$ cat config.mk
export PLATFORM = sky130hd
export DESIGN_NAME = ordered_set_table
export DESIGN_NICKNAME = d
export VERILOG_FILES = /design/src/rtl/ost_pkg.sv /design/src/rtl/ost_entry_ram.sv /design/src/rtl/ordered_set_table.sv
export VERILOG_INCLUDE_DIRS = /design/src /design/src/rtl
export SDC_FILE = /design/constraint.sdc
export NUM_CORES = 1
export LEC_CHECK = 0
export BUFFER_PORTS_ARGS = -buffer_cell sky130_fd_sc_hd__buf_2
export CAP_MARGIN = 20
export CORE_AREA = 2 2 269 165
export DETAILED_ROUTE_END_ITERATION = 16
export DIE_AREA = 0 0 271 167
export PLACE_DENSITY = 0.81
export SYNTH_ARGS = -nofsm -noshare
export SYNTH_HDL_FRONTEND = slang
export SYNTH_SLANG_ARGS = --single-unit
$ cat constraint.sdc
create_clock -name clock -period 3.5 [get_ports clock]
set_clock_uncertainty 0.15 [all_clocks]
set_input_delay 0.175 -clock clock [delete_from_list [all_inputs] [get_ports clock]]
set_output_delay 0.175 -clock clock [all_outputs]
set_load 0.05 [all_outputs]
$ cat src/rtl/ordered_set_table_defines.svh
// Assertion macros for the ordered set table RTL.
// Included by files that carry concurrent checks; no other dependencies.
`ifndef ORDERED_SET_TABLE_DEFINES_SVH
`define ORDERED_SET_TABLE_DEFINES_SVH

// same-cycle implication, disabled in reset
`define OST_ASSERT_IMPL(label, clk, rst, ante, cons) \
   label: assert property (@(posedge clk) disable iff (rst) (ante) |-> (cons)) \
      else $error("ordered_set_table check failed");

// next-cycle implication, disabled in reset
`define OST_ASSERT_NEXT(label, clk, rst, ante, cons) \
   label: assert property (@(posedge clk) disable iff (rst) (ante) |=> (cons)) \
      else $error("ordered_set_table check failed");

`endif

$ cat src/rtl/ost_pkg.sv
// Shared types and codes for the ordered set table.
// No dependencies.
package ost_pkg;

   localparam logic [1:0] FUNC_INSERT = 2'd0;
   localparam logic [1:0] FUNC_REMOVE = 2'd1;
   localparam logic [1:0] FUNC_LOOKUP = 2'd2;

   localparam logic [1:0] STATUS_OK      = 2'd0;
   localparam logic [1:0] STATUS_PRESENT = 2'd1;
   localparam logic [1:0] STATUS_ABSENT  = 2'd2;
   localparam logic [1:0] STATUS_FULL    = 2'd3;

   localparam int VALUE_W    = 32;
   localparam int SET_SIZE_W = 5;
   localparam int RSP_W      = 8;

   typedef enum logic [2:0] {
      ST_IDLE,
      ST_SCAN_RD,
      ST_SCAN_CMP,
      ST_EXEC,
      ST_SHIFT_RD,
      ST_SHIFT_WR,
      ST_DONE
   } state_type;

endpackage

$ cat src/rtl/ost_entry_ram.sv
// Entry store of the ordered set table: one write port, one registered read port.
// No dependencies.
module ost_entry_ram #(
   parameter int DEPTH  = 16,
   parameter int WIDTH  = 32,
   parameter int ADDR_W = 4
) (
   input  logic              clock,
   input  logic              wr_en,
   input  logic [ADDR_W-1:0] wr_addr,
   input  logic [WIDTH-1:0]  wr_data,
   input  logic              rd_en,
   input  logic [ADDR_W-1:0] rd_addr,
   output logic [WIDTH-1:0]  rd_data
);

   logic [WIDTH-1:0] mem [DEPTH];
   logic [WIDTH-1:0] rd_data_ff;

   always_ff @(posedge clock) begin
      if (wr_en) begin
         mem[wr_addr] <= wr_data;
      end
      if (rd_en) begin
         rd_data_ff <= mem[rd_addr];
      end
   end

   assign rd_data = rd_data_ff;

endmodule

$ cat src/rtl/ordered_set_table.sv
// Ordered set table top level: sequencer over a two-port entry store.
// Depends on ost_pkg, ost_entry_ram and ordered_set_table_defines.svh.
//
// Usage:
//   Requests enter on req_: req_tuser carries the function (insert, remove,
//   lookup; code three acts as lookup), req_tdata the 32-bit value.
//   Each request gives one word on rsp_: found, status and set size.
//   One request is in work at a time; req_tready is high only while the
//   sequencer is idle. A finished word waits in the output register, so a
//   new request is taken while rsp_ is stalled.
//   A lookup, insert or remove scans the held entries in order up to a
//   match or the end of the set; a remove hit then shifts the tail down.
//   Each compare and each shift step reads the one read port of the store.
//   Reset empties the set and drops any pending response word; the entry
//   store itself is not cleared, and no entry at or above the count is read.
//   While rsp_tready is low a finished result holds in the output register
//   and the sequencer waits before loading the next one.
`include "ordered_set_table_defines.svh"

module ordered_set_table #(
   parameter int CAPACITY = 16
) (
   input  logic        clock,
   input  logic        reset,
   input  logic        req_tvalid,
   output logic        req_tready,
   input  logic [31:0] req_tdata,   // value[31:0]
   input  logic [1:0]  req_tuser,   // func[1:0]
   output logic        rsp_tvalid,
   input  logic        rsp_tready,
   output logic [7:0]  rsp_tdata    // found[0], status[2:1], set_size[7:3]
);

   localparam int CNT_W  = $clog2(CAPACITY + 1);
   localparam int IDX_W  = (CAPACITY > 1) ? $clog2(CAPACITY) : 1;

   ost_pkg::state_type state_ff, state_in;
   logic [1:0]              func_ff, func_in;
   logic [ost_pkg::VALUE_W-1:0] value_ff, value_in;
   logic [CNT_W-1:0]        idx_ff, idx_in;
   logic [CNT_W-1:0]        count_ff, count_in;
   logic                    found_ff, found_in;
   logic [1:0]              status_ff, status_in;
   logic                    rsp_valid_ff, rsp_valid_in;
   logic [ost_pkg::RSP_W-1:0] rsp_data_ff, rsp_data_in;

   logic                    wr_en;
   logic [IDX_W-1:0]        wr_addr;
   logic [ost_pkg::VALUE_W-1:0] wr_data;
   logic                    rd_en;
   logic [IDX_W-1:0]        rd_addr;
   logic [ost_pkg::VALUE_W-1:0] rd_data;

   logic [CNT_W-1:0]        idx_nxt;
   logic [CNT_W:0]          idx_nxt2;
   logic [CNT_W+ost_pkg::SET_SIZE_W-1:0] count_ext;
   logic [ost_pkg::SET_SIZE_W-1:0] set_size;

   assign idx_nxt   = idx_ff + 1'b1;
   assign idx_nxt2  = {1'b0, idx_ff} + 2'd2;
   assign count_ext = {{ost_pkg::SET_SIZE_W{1'b0}}, count_ff};
   assign set_size  = count_ext[ost_pkg::SET_SIZE_W-1:0];

   ost_entry_ram #(
      .DEPTH  (CAPACITY),
      .WIDTH  (ost_pkg::VALUE_W),
      .ADDR_W (IDX_W)
   ) u_ram (
      .clock   (clock),
      .wr_en   (wr_en),
      .wr_addr (wr_addr),
      .wr_data (wr_data),
      .rd_en   (rd_en),
      .rd_addr (rd_addr),
      .rd_data (rd_data)
   );

   always_ff @(posedge clock) begin
      if (reset) begin
         state_ff     <= ost_pkg::ST_IDLE;
         count_ff     <= '0;
         rsp_valid_ff <= 1'b0;
      end else begin
         state_ff     <= state_in;
         count_ff     <= count_in;
         rsp_valid_ff <= rsp_valid_in;
      end
   end

   always_ff @(posedge clock) begin
      func_ff     <= func_in;
      value_ff    <= value_in;
      idx_ff      <= idx_in;
      found_ff    <= found_in;
      status_ff   <= status_in;
      rsp_data_ff <= rsp_data_in;
   end

   always_comb begin
      state_in     = state_ff;
      func_in      = func_ff;
      value_in     = value_ff;
      idx_in       = idx_ff;
      count_in     = count_ff;
      found_in     = found_ff;
      status_in    = status_ff;
      rsp_valid_in = rsp_valid_ff;
      rsp_data_in  = rsp_data_ff;
      wr_en        = 1'b0;
      wr_addr      = idx_ff[IDX_W-1:0];
      wr_data      = value_ff;
      rd_en        = 1'b0;
      rd_addr      = idx_ff[IDX_W-1:0];
      req_tready   = 1'b0;

      if (rsp_valid_ff && rsp_tready) begin
         rsp_valid_in = 1'b0;
      end

      unique case (state_ff)
         ost_pkg::ST_IDLE: begin
            req_tready = 1'b1;
            if (req_tvalid) begin
               func_in  = req_tuser;
               value_in = req_tdata;
               idx_in   = '0;
               found_in = 1'b0;
               state_in = (count_ff == '0) ? ost_pkg::ST_EXEC : ost_pkg::ST_SCAN_RD;
            end
         end
         ost_pkg::ST_SCAN_RD: begin
            rd_en    = 1'b1;
            state_in = ost_pkg::ST_SCAN_CMP;
         end
         ost_pkg::ST_SCAN_CMP: begin
            if (rd_data == value_ff) begin
               found_in = 1'b1;
               state_in = ost_pkg::ST_EXEC;
            end else begin
               idx_in   = idx_nxt;
               state_in = (idx_nxt == count_ff) ? ost_pkg::ST_EXEC : ost_pkg::ST_SCAN_RD;
            end
         end
         ost_pkg::ST_EXEC: begin
            state_in = ost_pkg::ST_DONE;
            unique case (func_ff)
               ost_pkg::FUNC_INSERT: begin
                  if (found_ff) begin
                     status_in = ost_pkg::STATUS_PRESENT;
                  end else if (count_ff == CNT_W'(CAPACITY)) begin
                     status_in = ost_pkg::STATUS_FULL;
                  end else begin
                     wr_en     = 1'b1;
                     wr_addr   = count_ff[IDX_W-1:0];
                     count_in  = count_ff + 1'b1;
                     status_in = ost_pkg::STATUS_OK;
                  end
               end
               ost_pkg::FUNC_REMOVE: begin
                  if (found_ff) begin
                     status_in = ost_pkg::STATUS_OK;
                     if (idx_nxt < count_ff) begin
                        state_in = ost_pkg::ST_SHIFT_RD;
                     end else begin
                        count_in = count_ff - 1'b1;
                     end
                  end else begin
                     status_in = ost_pkg::STATUS_ABSENT;
                  end
               end
               default: begin
                  status_in = found_ff ? ost_pkg::STATUS_OK : ost_pkg::STATUS_ABSENT;
               end
            endcase
         end
         ost_pkg::ST_SHIFT_RD: begin
            rd_en    = 1'b1;
            rd_addr  = idx_nxt[IDX_W-1:0];
            state_in = ost_pkg::ST_SHIFT_WR;
         end
         ost_pkg::ST_SHIFT_WR: begin
            wr_en   = 1'b1;
            wr_data = rd_data;
            idx_in  = idx_nxt;
            if (idx_nxt2 < {1'b0, count_ff}) begin
               state_in = ost_pkg::ST_SHIFT_RD;
            end else begin
               count_in = count_ff - 1'b1;
               state_in = ost_pkg::ST_DONE;
            end
         end
         ost_pkg::ST_DONE: begin
            if (!rsp_valid_ff || rsp_tready) begin
               rsp_valid_in = 1'b1;
               rsp_data_in  = {set_size, status_ff, found_ff};
               state_in     = ost_pkg::ST_IDLE;
            end
         end
         default: begin
            state_in = ost_pkg::ST_IDLE;
         end
      endcase
   end

   assign rsp_tvalid = rsp_valid_ff;
   assign rsp_tdata  = rsp_data_ff;

   `OST_ASSERT_IMPL(a_count_bound, clock, reset, 1'b1, count_ff <= CNT_W'(CAPACITY))
   `OST_ASSERT_NEXT(a_idle_count_hold, clock, reset, state_ff == ost_pkg::ST_IDLE,
                    count_ff == $past(count_ff))
   `OST_ASSERT_IMPL(a_found_status, clock, reset, rsp_tvalid && rsp_tdata[0],
                    rsp_tdata[2:1] == ost_pkg::STATUS_OK ||
                    rsp_tdata[2:1] == ost_pkg::STATUS_PRESENT)
   `OST_ASSERT_IMPL(a_full_not_found, clock, reset,
                    rsp_tvalid && rsp_tdata[2:1] == ost_pkg::STATUS_FULL, !rsp_tdata[0])

endmodule

Yosys cells after proc, flatten, opt, wreduce, memory -nomap -nowiden
Memories as Yosys holds them, arrays and structs flattened. A register that Yosys moved wholly into a read port is not among the register bits.
Cells that the tools add are included.

word-level totals
  RAM bits = 512
  register bits after elaboration = 59
  input port bits = 38
  memories kept = 1
  logic and storage cells = 96

cells by class
  magnitude comparators = 2
  reductions and logical operators = 16
  muxes and demuxes = 44
  eq/ne operators = 20
  $add $sub $neg = 4

memories
  name       words  bits a word  read ports  clocked after memory_dff  wr ports  line                 RTL
  u_ram.mem  16     32           1           1                         1         ost_entry_ram.sv:17  logic [WIDTH-1:0] mem [DEPTH];

operator list
  operator                                                          number
  5-bit two-way mux                                                 7
  32-bit == test                                                    1
  32-bit two-way mux                                                1
  2-bit two-way mux                                                 11
  3-bit case mux with 7 select lines                                1
  4-bit two-way mux                                                 5
  5-bit case mux with 2 select lines                                2
  5-bit case mux with 3 select lines                                1
  1-bit two-way mux                                                 12
  3-bit inequality test (second input constant)                     4
  5-bit by 1-bit adder with 5-bit output (second input constant)    2
  2-bit inequality test (second input constant)                     5
  3-bit == test (second input constant)                             3
  7-bit AND reduction                                               1
  5-bit by 2-bit adder with 6-bit output (second input constant)    1
  3-bit by 2-bit == test with 1-bit output (second input constant)  2
  6-bit by 5-bit < comparator with 1-bit output                     1
  3-bit two-way mux                                                 2
  2-bit AND reduction                                               3
  3-bit AND reduction                                               2
  5-bit == test                                                     1
  5-bit == test (second input constant)                             1
  5-bit zero test                                                   1
  5-bit < comparator                                                1
  13 further kinds                                                  15

Depth between registers and ports, before layout
  depth after elaboration = 7
  mapped depth = 11
  mapped depth without buffers = 10

Modules after synthesis
A second synthesis with hierarchy kept.

unflattened totals
  cell total of the unflattened synthesis = 1125
  area, all modules = 23558.8 um2

modules (own cells, without submodules)
  module             area each (um2)  cells an instance  instances
  ost_entry_ram      20155.6          838                1
  ordered_set_table  3403.3           287                1

Worst setup path after synthesis
OpenSTA, ideal clock, no wires.

  path type = register to register
  start point = register count_ff[0]
  end point = memory u_ram.mem[14][0], enable pin
  setup slack = -107 ps
  cell stages (with the launch flop) = 8
  required time = 2929 ps
  arrival = 3036 ps
  cells stage by stage = dfxtp_1 -> inv_1 -> ha_1 -> a31oi_1 -> and3_1 -> clkbuf_1 -> a32oi_1 -> nor2_1

on the way
  word-level cells in the longest chain between the ends = 7

ends and longest elaborated chain
  element                                  line                      RTL
  from (decl)                              ordered_set_table.sv:41   logic [CNT_W-1:0] count_ff, count_in;
  from (signal assigned)                   ordered_set_table.sv:85   count_ff <= count_in;
  5-bit == test                            ordered_set_table.sv:150  end else if (count_ff == CNT_W'(CAPACITY)) begin
  1-bit two-way mux                        ordered_set_table.sv:150
  1-bit two-way mux                        ordered_set_table.sv:148  if (found_ff) begin
  1-bit two-way mux                        ordered_set_table.sv:146  unique case (func_ff)
  1-bit case mux with 2 select lines       ordered_set_table.sv:120  unique case (state_ff)
  1-bit two-way mux                        ost_entry_ram.sv:21       if (wr_en) begin
  1-bit two-way mux (not written as such)  ost_entry_ram.sv:22       mem[wr_addr] <= wr_data;
  to (decl)                                ost_entry_ram.sv:17

Parallel ways exist; a longest one is shown, timed or not.

Worst setup path after layout
  start point = register count_ff[0]
  end point = memory u_ram.mem[7][10], enable pin

Same word-level chain as after synthesis.

==> PnR_summary.wiki <==
{| class="wikitable"
! Metric !! Value
|-
| Outcome || finished clean
|-
| Final weighted congestion in routability-driven placement || 0.857
|-
| Switching power summed over all nets || between 6 and 7 mW
|-
| Sinks on Clock Net || around 600
|-
| Highest attainable clock frequency || slightly above 300 MHz
|-
| Via density per instance || 6.43
|-
| Final design utilization || 0.625
|-
| Endpoint of the worst setup timing path || u_ram.mem[7][10]$_DFFE_PP_
|-
| Placement Rows || 59
|-
| Synth Area per Inst || approximately 15 µm²
|-
| Leakage power || just under 9 nW
|-
| Tightest slew margin relative to the limit || 0.207
|-
| Hold violation count in the final report || 0
|-
| Post-Syn Area || 23200 µm²
|-
| Number of CTS-inserted buffers || 50
|-
| CTS root buffer || clkbuf_16
|-
| Final setup viols || 0
|-
| Post-synthesis mux area share || 0.0189
|-
| Data required time at the worst endpoint || 3.67 ns
|-
| Power Density || 739 nW/µm²
|-
| Final Slew Violations || 0
|-
| Total Wirelength || around 59 mm
|-
| RSZ-0062 raised after global routing || no
|-
| Synth Area in XOR/XNOR || 0.0151
|-
| Flop2flop setup slack || 0.22 ns
|-
| Antenna violations before repair || 0
|-
| Hold Crit Class || in2reg
|-
| Least setup slack across all paths after layout || approximately 0.22 ns
|-
| # H-tree levels || 2
|-
| Number of distinct library cells after synthesis || between 50 and 60
|-
| Logic gate share of total power || 0.262
|-
| Combined global-route utilization of all metal layers || 0.259
|-
| P_int || roughly 14 mW
|-
| Worst EP arrival || 3.45 ns
|-
| Vias || roughly 14k
|-
| Share of synthesized registers carrying an async set or reset || 0
|-
| Most numerous cell in the Yosys netlist || edfxtp_1
|-
| Number of instances in the synthesized netlist || 1503
|-
| Antenna Cells || 0
|-
| Reg2reg end || u_ram.mem[7][10]$_DFFE_PP_
|-
| Detailed Place HPWL || roughly 33 mm
|-
| Worst VDD drop || 0.000400 V
|-
| Largest area contributor in the synthesized netlist || edfxtp_1
|-
| Sequential area share after synthesis || 0.776
|-
| Number of flops mapped to enable cells by yosys || between 500 and 600
|-
| Remaining DRCs || 0
|-
| Die Y || 167 µm
|-
| TritonRoute pass-1 iters || 8
|-
| Worst Setup Start Kind || register
|-
| Final Power || 19.7 mW
|-
| Part of the power in the clock network || 0.286
|-
| Chip Width || between 200 and 300 µm
|-
| Worst setup path category || reg2reg
|-
| Leading cell types by count after synthesis || 594 x edfxtp_1, 244 x o22ai_1, 138 x nand2_1
|-
| Actual slew at the worst max-slew pin || between 1 and 1.5 ns
|-
| Post-place setup slack || ~0.33 ns
|-
| Setup crit start || count_ff[0]$_SDFFE_PP0P_
|-
| Synth warnings || 0
|-
| Syn nets || 1556
|-
| Non-filler cells, final || roughly 2.2k
|-
| Predominant post-synthesis flop cell || edfxtp_1
|-
| Initial Utilization || 0.543
|-
| Max-cap check violation count || 0
|-
| Crit end category || register
|-
| Compound-gate portion of the synthesized area || 0.0922
|-
| Antenna viol nets, final || 0
|-
| Number of cells traversed by the worst register-to-register path || 7
|-
| Number of global-route vias before repair || around 14k
|-
| Crit Path Max Fanout || 25
|-
| Adder-cell share of the synthesized area || 0.00809
|-
| Reg clk slew, reported paths || ~0.070 ns
|-
| Starting DRT DRC Count || 2420
|-
| Global-route wire length before repair || between 80 and 90 mm
|-
| Final period demand of the worst path || 3.28 ns
|-
| Source of the worst register-to-register timing path || count_ff[0]$_SDFFE_PP0P_
|-
| Switching fraction of total power || 0.315
|-
| Number of placed cells counting well taps || roughly 2.1k
|-
| Fraction of final layout cells sized beyond drive strength 1 || 0.132
|-
| Share of the clock period used by the worst path after layout || 0.937
|-
| Maximum number of pins on one net before global-route repair || between 80 and 90
|-
| Synthesized-area fraction occupied by and/or/nand/nor cells || 0.0716
|-
| Count of pins on the block boundary || between 40 and 50
|-
| Grt ovf || 0
|-
| Post-layout nets || about 1.7k
|-
| Combinational family with the most area after synthesis || compound AO/OA/AOI/OAI gates
|-
| Total core area || around 43000 µm²
|-
| CTS tree || done
|-
| Wire length per cell || approximately 26 µm
|-
| Post-synthesis to final-layout area growth || 15.0%
|-
| Number of I/O port buffers || between 40 and 50
|-
| Most area-consuming cells after synthesis || edfxtp_1 77%, o22ai_1 6.6%, nand2_1 2.2%, nor2_1 2.1%, xnor2_1 1.3%
|-
| Later-pin clock latency in the skew report || 0.60 ns
|-
| Longest Clk Path Bufs || 3
|-
| Share of the synthesized area in the top cell type || 0.768
|-
| Flops & latches, synth || approximately 600
|-
| Sequential group share of total power || 0.452
|-
| Die Area || roughly 45000 µm²
|}
[critical path, cell delays in order (launching register included)]
cell and delay, ns:
dfxtp_1 0.47, inv_1 0.16, ha_1 0.27, a31oi_1 0.21, and3_1 0.46, mux2i_1 0.84, nor2_4 0.19, buf_12 0.24
[per-stage QoR]
stage	hold WS [ns]	area (µm²)	setup TNS [ns]
after global placement	0.204	24700	0
after global routing	0.118	26700	0
after floorplan	0.124	23200	-43.94
final	0.126	26700	0
after CTS	0.109	26700	0
after detailed placement	0.204	24700	0
[timing repair]
item                      CTS  global route
hold endpoints to repair   44             0
buffers inserted            0             0
resized for setup           0             0
hold buffers               37             0
[power groups by stage]
stage               clock network [mW]  registers [mW]  logic (mW)
detailed placement                   0            9.05        4.97
floorplan                            0            8.91        3.26
global route                      5.95            8.93        5.54
CTS                               5.68            8.90        5.05
finish                            5.65            8.91        5.16
global placement                     0            9.04        4.81
[sequential cells by signal, summed over array words and instances (netlist names)]
signal	cells
state_ff	3
u_ram.rd_data	32
value_ff	32
found_ff	1
rsp_tdata	8
rsp_tvalid	1
count_ff	5
status_ff	2
func_ff	2
u_ram.mem	512
idx_ff	5
[kinds of logic after synthesis]
family | count (synthesis)
flip-flops | 603
AO/OA/AOI/OAI | 328
buffers and inverters | 103
XOR/XNOR | 40
multiplexers | 36
adder cells (fa/ha/maj) | 15
AND/OR/NAND/NOR | 378
[final cells by class]
cell class	count	area, µm²
clock buffer	60	1310
multi-input combinational	797	4950
clock inverter	30	322
fill	2926	16000
sequential	603	18000
tap	579	724
timing repair buffer	144	1310
inverter	18	67.6
[cells in the final DEF (no fill, tap or decap), types with 12 or more instances in the layout]
| cell | instances |
|---|---|
| a21oi_1 | 12 |
| nor2_1 | 112 |
| dlygate4sd3_1 | 37 |
| inv_1 | 16 |
| clkbuf_16 | 51 |
| or3_1 | 31 |
| nand2_1 | 138 |
| nor2_4 | 17 |
| ha_1 | 15 |
| xnor2_1 | 35 |
| buf_4 | 40 |
| o22ai_1 | 244 |
| nand3_1 | 38 |
| buf_12 | 19 |
| edfxtp_1 | 594 |
| buf_2 | 47 |
| a22oi_1 | 33 |
| mux2i_1 | 26 |
[worst min-delay path by stage]
stage / from / endpoint / depth (start not counted)
detailed placement: req_tdata[12] / value_ff[12]$_DFFE_PP_ / 1
CTS: req_tdata[29] / value_ff[29]$_DFFE_PP_ / 2
finish: req_tdata[19] / value_ff[19]$_DFFE_PP_ / 2
global route: req_tdata[19] / value_ff[19]$_DFFE_PP_ / 2
global placement: req_tdata[11] / value_ff[11]$_DFFE_PP_ / 1
floorplan: req_tuser[0] / func_ff[0]$_DFFE_PP_ / 0
[per-layer routing]
layer	part of all wire	vias to the layer above	global-route usage
li1	-	6139	-
met1	0.39	7124	0.376
met2	0.47	953	0.404
met3	0.11	121	0.0454
met4	0.030	0	0.0831
met5	0	-	0
No activity file was read; power rests on OpenSTA's default activity.
